[src/rtl/core/tnfk_pkg.sv]
`timescale 1ns / 1ps

package tnfk_pkg;

  localparam int MAX_ENTRIES = 16;
  localparam int IDX_W       = $clog2(MAX_ENTRIES);
  localparam int CNT_W       = 5;

  localparam logic [CNT_W-1:0] KEEP_RESET = CNT_W'(5);
  localparam logic [CNT_W-1:0] COUNT_MAX  = CNT_W'(MAX_ENTRIES);
  localparam logic [IDX_W-1:0] LAST_IDX   = IDX_W'(MAX_ENTRIES - 1);

  localparam logic [2:0] ST_ADDED    = 3'd0;
  localparam logic [2:0] ST_OVERWROTE = 3'd1;
  localparam logic [2:0] ST_REPLACED = 3'd2;
  localparam logic [2:0] ST_REJECTED = 3'd3;
  localparam logic [2:0] ST_DUMP     = 3'd4;

  typedef struct packed {
    logic        action;
    logic [63:0] item_key;
    logic [31:0] frequency;
  } in_req_t;

  typedef struct packed {
    logic [2:0]       status;
    logic             entry_valid;
    logic [63:0]      out_key;
    logic [31:0]      out_frequency;
    logic [CNT_W-1:0] held_count;
    logic [31:0]      minimum_frequency;
    logic             last;
  } out_res_t;

endpackage

[src/rtl/core/top_n_frequency_keeper.sv]
// Offer request: key scan over every slot, decide, write, minimum rescan over every slot, finish;
// a rejected offer skips the rescan. A new request is taken only once busy is low.
// Dump: one entry per cycle for each valid slot, in slot order, with no result for empty slots;
// an empty dump gives a single result with entry_valid low. One request at a time, set by the slot-by-slot scans.
// Results appear for one cycle on out_valid; the receiver cannot stall them.
// Synchronous active-low reset clears valid bits, count, minimum, keep_count (to 5), not slots.
`timescale 1ns / 1ps

module top_n_frequency_keeper import tnfk_pkg::*; (
  input  logic             clk,
  input  logic             rst_n,
  input  logic             start,
  output logic             busy,
  input  in_req_t          in_data,
  output logic             out_valid,
  output out_res_t         out_data,
  input  logic             cfg_valid,
  output logic             cfg_ready,
  input  logic [CNT_W-1:0] cfg_data
);

  typedef enum logic [6:0] {
    S_IDLE   = 7'b0000001,
    S_SCAN   = 7'b0000010,
    S_DECIDE = 7'b0000100,
    S_WRITE  = 7'b0001000,
    S_RESCAN = 7'b0010000,
    S_DUMP   = 7'b0100000,
    S_FINISH = 7'b1000000
  } state_t;

  state_t state_r, state_nxt;

  logic [63:0] key_mem [MAX_ENTRIES];
  logic [31:0] freq_mem [MAX_ENTRIES];
  logic [63:0] rd_key_r;
  logic [31:0] rd_freq_r;
  logic [IDX_W-1:0] rd_addr;
  logic             mem_we;

  logic [MAX_ENTRIES-1:0] slot_valid_r;
  logic [CNT_W-1:0]       count_r;
  logic [31:0]            min_freq_r;
  logic [IDX_W-1:0]       min_slot_r;
  logic [CNT_W-1:0]       keep_r;

  in_req_t          in_q_r;
  logic [IDX_W-1:0] idx_r;
  logic             issue_r;
  logic             pend_r;
  logic [IDX_W-1:0] pend_idx_r;
  logic             hit_r;
  logic [IDX_W-1:0] hit_idx_r;
  logic             found_r;
  logic [2:0]       status_r;
  logic [IDX_W-1:0] wr_slot_r;
  logic [63:0]      evict_key_r;
  logic [31:0]      evict_freq_r;
  logic             out_valid_r;
  out_res_t         out_r;

  logic [CNT_W-1:0]       cap;
  logic [IDX_W-1:0]       free_slot;
  logic [MAX_ENTRIES-1:0] above_mask;
  logic                   later_valid;
  logic                   pend_last;
  logic                   is_rep;

  assign busy      = (state_r != S_IDLE);
  assign cfg_ready = 1'b1;
  assign out_valid = out_valid_r;
  assign out_data  = out_r;
  assign pend_last = pend_r && (pend_idx_r == LAST_IDX);
  assign is_rep    = (status_r == ST_REPLACED);

  always_comb begin
    if (keep_r == '0) begin
      cap = CNT_W'(1);
    end else if (keep_r > COUNT_MAX) begin
      cap = COUNT_MAX;
    end else begin
      cap = keep_r;
    end
  end

  always_comb begin
    free_slot = '0;
    for (int i = MAX_ENTRIES - 1; i >= 0; i--) begin
      if (!slot_valid_r[i]) free_slot = IDX_W'(i);
    end
  end

  always_comb begin
    for (int i = 0; i < MAX_ENTRIES; i++) begin
      above_mask[i] = (IDX_W'(i) > pend_idx_r);
    end
    later_valid = |(slot_valid_r & above_mask);
  end

  assign rd_addr = (state_r == S_DECIDE) ? min_slot_r : idx_r;
  assign mem_we  = (state_r == S_WRITE) && (status_r != ST_REJECTED);

  always_ff @(posedge clk) begin
    if (mem_we) begin
      key_mem[wr_slot_r]  <= in_q_r.item_key;
      freq_mem[wr_slot_r] <= in_q_r.frequency;
    end
    rd_key_r  <= key_mem[rd_addr];
    rd_freq_r <= freq_mem[rd_addr];
  end

  always_comb begin
    state_nxt = state_r;
    unique case (state_r)
      S_IDLE: begin
        if (start) begin
          if (in_data.action) begin
            state_nxt = (|slot_valid_r) ? S_DUMP : S_FINISH;
          end else begin
            state_nxt = S_SCAN;
          end
        end
      end
      S_SCAN:   if (pend_last) state_nxt = S_DECIDE;
      S_DECIDE: state_nxt = S_WRITE;
      S_WRITE:  state_nxt = (status_r == ST_REJECTED) ? S_FINISH : S_RESCAN;
      S_RESCAN: if (pend_last) state_nxt = S_FINISH;
      S_DUMP:   if (pend_last) state_nxt = S_IDLE;
      S_FINISH: state_nxt = S_IDLE;
      default:  state_nxt = S_IDLE;
    endcase
  end

  always_ff @(posedge clk) begin
    if (!rst_n) begin
      state_r      <= S_IDLE;
      slot_valid_r <= '0;
      count_r      <= '0;
      min_freq_r   <= '0;
      min_slot_r   <= '0;
      keep_r       <= KEEP_RESET;
      out_valid_r  <= 1'b0;
      pend_r       <= 1'b0;
      issue_r      <= 1'b0;
    end else begin
      state_r     <= state_nxt;
      out_valid_r <= 1'b0;
      pend_r      <= 1'b0;
      if (cfg_valid && cfg_ready) keep_r <= cfg_data;

      if (issue_r && (state_r == S_SCAN || state_r == S_RESCAN || state_r == S_DUMP)) begin
        pend_r     <= 1'b1;
        pend_idx_r <= idx_r;
        if (idx_r == LAST_IDX) begin
          issue_r <= 1'b0;
        end else begin
          idx_r <= idx_r + IDX_W'(1);
        end
      end

      unique case (state_r)
        S_IDLE: begin
          if (start) begin
            in_q_r   <= in_data;
            idx_r    <= '0;
            issue_r  <= 1'b1;
            hit_r    <= 1'b0;
            status_r <= ST_DUMP;
          end
        end
        S_SCAN: begin
          if (pend_r && slot_valid_r[pend_idx_r] && !hit_r &&
              rd_key_r == in_q_r.item_key) begin
            hit_r     <= 1'b1;
            hit_idx_r <= pend_idx_r;
          end
        end
        S_DECIDE: begin
          if (hit_r) begin
            status_r  <= ST_OVERWROTE;
            wr_slot_r <= hit_idx_r;
          end else if (count_r < cap) begin
            status_r  <= ST_ADDED;
            wr_slot_r <= free_slot;
          end else if (in_q_r.frequency > min_freq_r && slot_valid_r[min_slot_r]) begin
            status_r  <= ST_REPLACED;
            wr_slot_r <= min_slot_r;
          end else begin
            status_r  <= ST_REJECTED;
          end
        end
        S_WRITE: begin
          evict_key_r  <= rd_key_r;
          evict_freq_r <= rd_freq_r;
          if (status_r == ST_ADDED) begin
            slot_valid_r[wr_slot_r] <= 1'b1;
            count_r                 <= count_r + CNT_W'(1);
          end
          if (status_r != ST_REJECTED) begin
            idx_r      <= '0;
            issue_r    <= 1'b1;
            found_r    <= 1'b0;
            min_freq_r <= '0;
            min_slot_r <= '0;
          end
        end
        S_RESCAN: begin
          if (pend_r && slot_valid_r[pend_idx_r] && (!found_r || rd_freq_r < min_freq_r)) begin
            found_r    <= 1'b1;
            min_freq_r <= rd_freq_r;
            min_slot_r <= pend_idx_r;
          end
        end
        S_DUMP: begin
          if (pend_r && slot_valid_r[pend_idx_r]) begin
            out_valid_r <= 1'b1;
            out_r <= '{status: ST_DUMP, entry_valid: 1'b1, out_key: rd_key_r,
                       out_frequency: rd_freq_r, held_count: count_r,
                       minimum_frequency: min_freq_r, last: !later_valid};
          end
        end
        S_FINISH: begin
          out_valid_r <= 1'b1;
          out_r <= '{status: status_r, entry_valid: is_rep,
                     out_key: is_rep ? evict_key_r : 64'd0,
                     out_frequency: is_rep ? evict_freq_r : 32'd0,
                     held_count: count_r, minimum_frequency: min_freq_r, last: 1'b1};
        end
        default: ;
      endcase
    end
  end

  a_count_matches_valid: assert property (@(posedge clk) disable iff (!rst_n)
    $countones(slot_valid_r) == count_r)
    else $error("entry count differs from valid slots");

  a_held_bounded: assert property (@(posedge clk) disable iff (!rst_n)
    out_valid |-> out_data.held_count <= COUNT_MAX)
    else $error("held count above capacity");

  a_entry_status: assert property (@(posedge clk) disable iff (!rst_n)
    (out_valid && out_data.entry_valid) |->
      (out_data.status == ST_REPLACED || out_data.status == ST_DUMP))
    else $error("entry carried on a status without one");

  a_offer_single: assert property (@(posedge clk) disable iff (!rst_n)
    (out_valid && out_data.status != ST_DUMP) |-> out_data.last)
    else $error("offer result not marked last");

  a_idle_after_last: assert property (@(posedge clk) disable iff (!rst_n)
    (out_valid && out_data.last && out_data.status != ST_DUMP) |-> !busy)
    else $error("still busy after final result");

endmodule

[config.mk]
export PLATFORM = sky130hd
export DESIGN_NAME = top_n_frequency_keeper
export DESIGN_NICKNAME = d
export VERILOG_FILES = /design/src/rtl/core/tnfk_pkg.sv /design/src/rtl/core/top_n_frequency_keeper.sv
export SDC_FILE = /design/constraint.sdc
export NUM_CORES = 2
export LEC_CHECK = 0
export ABC_AREA = 1
export BUFFER_PORTS_ARGS = -buffer_cell sky130_fd_sc_hd__buf_2
export CAP_MARGIN = 30
export CORE_UTILIZATION = 47
export CTS_CLUSTER_DIAMETER = 120
export DETAILED_ROUTE_END_ITERATION = 8
export GPL_TIMING_DRIVEN = 0
export SLEW_MARGIN = 20
export SYNTH_ARGS = -nofsm -noshare
export SYNTH_HDL_FRONTEND = slang
export SYNTH_SLANG_ARGS = --single-unit
[constraint.sdc]
create_clock -name clk -period 17.5 [get_ports clk]
set_input_delay 0.875 -clock clk [delete_from_list [all_inputs] [get_ports clk]]
set_output_delay 0.875 -clock clk [all_outputs]
set_load 0.02 [all_outputs]
==> run metrics <==
power after layout 11.9 mW; initial antenna violation count 14; Final setup viols 0; gr ovfl total 0; PD cells 127 nW/um^2; Seq/Total Area, Yosys 75.2%; Die Wd 414 um; DR DRC count 0; Worst-Skew Late Latency 0.88 ns; Inst Count DP 8721; vias per cell 5.97; fin cells 9112; Die ar. 171000 sq um; Post-DP Area 86600 sq um; final instance area 93300 sq um; synthesis warning total 0; Cells after Synth 5985; Initial Util 47.6%; overall global routing resource usage 29.7%; Detail Route Antenna Nets 0; Arrival @ worst endpoint 5.12 ns; DP HPWL 185000 um; I/O Buffers 245; final worst setup slack 12.97 ns; Post-CTS Setup Inserts 0; setup_tns 0 ns; leakage 32.2 nW; EDFF count, synth 1887; global-route wire length before repair 367000 um; worst slack at placement 13.07 ns; H-Tree Depth 4; worst vdd ir 0.000135 V; Worst Setup EP key_mem[1][19]$_DFFE_PP_; RSZ-0062 raised after global routing false; CTS resizes 0; Critical Path RT 18.08 ns; Pre-antenna DRT Iters 8; layout cells sized above 1 15.4%; clock transition at the registers of the reported paths 0.06 ns; post-synthesis register bit count 2055; Max-slew headroom 23.6%; max_cap viols 0; Detailed Route Iter0 Violations 6933; CTS sink count 2055; deepest clock path buffer count 3; Final period util 25.9%; post-synthesis cell area 79800 sq um; layout net count 6902; CP endpoint kind flip-flop; shortest period the worst path allows 4.53 ns; Root Buffer clkbuf_16; r2r worst-path depth 12; IO Count 247; worst reg2reg path startpoint state_r[6]$_SDFFE_PN0P_; startpoint type of the worst setup path flip-flop; CTS tree yes; critical path fanouts, max 10; largest net degree at the start of global routing 28; Hold WS 0.170 ns; Top FF cell, synth edfxtp_1; count of cell types in the netlist 45; status completed; r2r endpoint key_mem[1][19]$_DFFE_PP_; Slew Viols, Final 0; Post-Synthesis Net Count 6160; Tightest Pin Transition 1.14 ns; final clock skew 0.0612 ns; core footprint 168000 sq um; flop2flop setup slack 12.97 ns; Hold Crit Class input pin to flip-flop; vias in the first global route 51400; Die Ht 414 um; DR vias 54400; CTS buffer count 207; CTS hold repair buffers 0; worst setup path start state_r[6]$_SDFFE_PN0P_; crit path kind flip-flop to flip-flop; area delta synth->final 16.9%; final hold violations 0; Final Util 55.6%; routed wire length 259000 um; FFs w/ async S/R, synth 0%; site row count 150; fmax 0.221 GHz; synthesized area per cell 13.3 sq um; Routed WL per cell 28.5 um; Final Wtd Congestion 0.942
-- synth_stat cells, drive strengths merged (4+ instances only) --
library cell	count	area, sq um
inv	291	1090
clkbuf	171	642
xnor2	7	61.3
o22ai	48	300
nor3	40	211
nand3	260	1310
buf	203	1010
ha	69	863
o221ai	387	3390
o211ai	5	37.5
o2111ai	8	70.1
nand2	428	1610
xor2	10	87.6
edfxtp	1887	56700
nor4	18	113
nand4	45	282
or2	23	144
a31oi	4	25.0
o21ai	868	4360
dfxtp	168	3360
nor2	904	3390
a21oi	120	601
-- placed cells by master (no fill, tap or decap), types with 6 or more instances in the layout --
cell type and count:
buf_12 7, o21ai_1 23, buf_1 12, clkinv_2 18
clkinv_1 41, o221ai_1 387, inv_1 286, clkbuf_16 207
diode_2 6, o2111ai_1 8, buf_4 223, nor3_1 23
clkbuf_8 15, o21ai_0 842, buf_6 48, bufinv_16 14
clkinv_16 8, ha_1 69, o22ai_1 48, buf_16 12
edfxtp_1 1887, xnor2_1 7, clkbuf_2 6, xor2_1 10
nor2_1 902, or2_2 23, dfxtp_1 168, buf_2 432
clkbuf_1 230, nand4_1 45, a21oi_1 119, nand2_1 427
nand3_1 259, nor3_2 16, nor4_1 18
-- worst min path at each step --
stage	cells past startpoint	endpoint	startpoint
floorplan	0	evict_key_r[0]$_DFFE_PP_	rd_key_r[0]$_DFF_P_
global placement	0	evict_key_r[7]$_DFFE_PP_	rd_key_r[7]$_DFF_P_
detailed placement	0	evict_key_r[49]$_DFFE_PP_	rd_key_r[49]$_DFF_P_
CTS	1	in_q_r[57]$_DFFE_PP_	in_data[57]
global route	1	in_q_r[58]$_DFFE_PP_	in_data[58]
finish	1	in_q_r[57]$_DFFE_PP_	in_data[57]
-- final cells by class --
type	count	area, sq um
timing repair buffer	533	3910
buffer	374	1660
tap	2204	2760
fill	13700	74500
multi-input combinational	3264	17100
antenna	6	15.0
clock buffer	287	5630
sequential	2055	60000
clock inverter	97	1080
inverter	292	1100
-- flip-flops by register name, summed over array words and instances (netlist names) --
| register | count |
|---|---|
| count_r | 5 |
| evict_freq_r | 32 |
| evict_key_r | 64 |
| found_r | 1 |
| freq_mem | 512 |
| hit_idx_r | 4 |
| hit_r | 1 |
| idx_r | 4 |
| in_q_r | 96 |
| issue_r | 1 |
| keep_r | 5 |
| key_mem | 1024 |
| min_freq_r | 32 |
| min_slot_r | 4 |
| out_data | 138 |
| out_valid | 1 |
| pend_idx_r | 4 |
| pend_r | 1 |
| rd_freq_r | 32 |
| rd_key_r | 64 |
| slot_valid_r | 16 |
| state_r | 7 |
| status_r | 3 |
| wr_slot_r | 4 |
-- kinds of logic after synthesis --
logic type,Yosys count,synth area share (%)
buf+inv,666,3.45
flops,2055,75.2
xor+xnor,17,0.187
other cells,1,0.00470
simple gates,1725,8.91
fa+ha+maj,69,1.08
compound gates,1452,11.1
-- critical path, cell delays in order, from the launching register on --
cell and delay [ns]:
dfxtp_1 0.36, nor3_4 0.26, nand4_1 0.32, or2_2 0.38
clkbuf_1 0.32, buf_1 0.41, nor3_2 0.73, buf_4 0.33
buf_4 0.23, buf_4 0.24, buf_4 0.23, buf_4 0.21
buf_4 0.20
-- metal layers --
metal	GRT usage (%)	wire length [um]
met2	47.2	121000
met5	0	46
met4	15.3	13900
met1	39.1	99200
met3	5.49	25000
-- power breakdown --
group | internal [mW] | total [mW] | switching [mW]
clock | 2.46 | 4.37 | 1.91
combinational | 0.443 | 1.69 | 1.25
sequential | 5.58 | 5.81 | 0.232
Power figures use the tool's default switching activity.
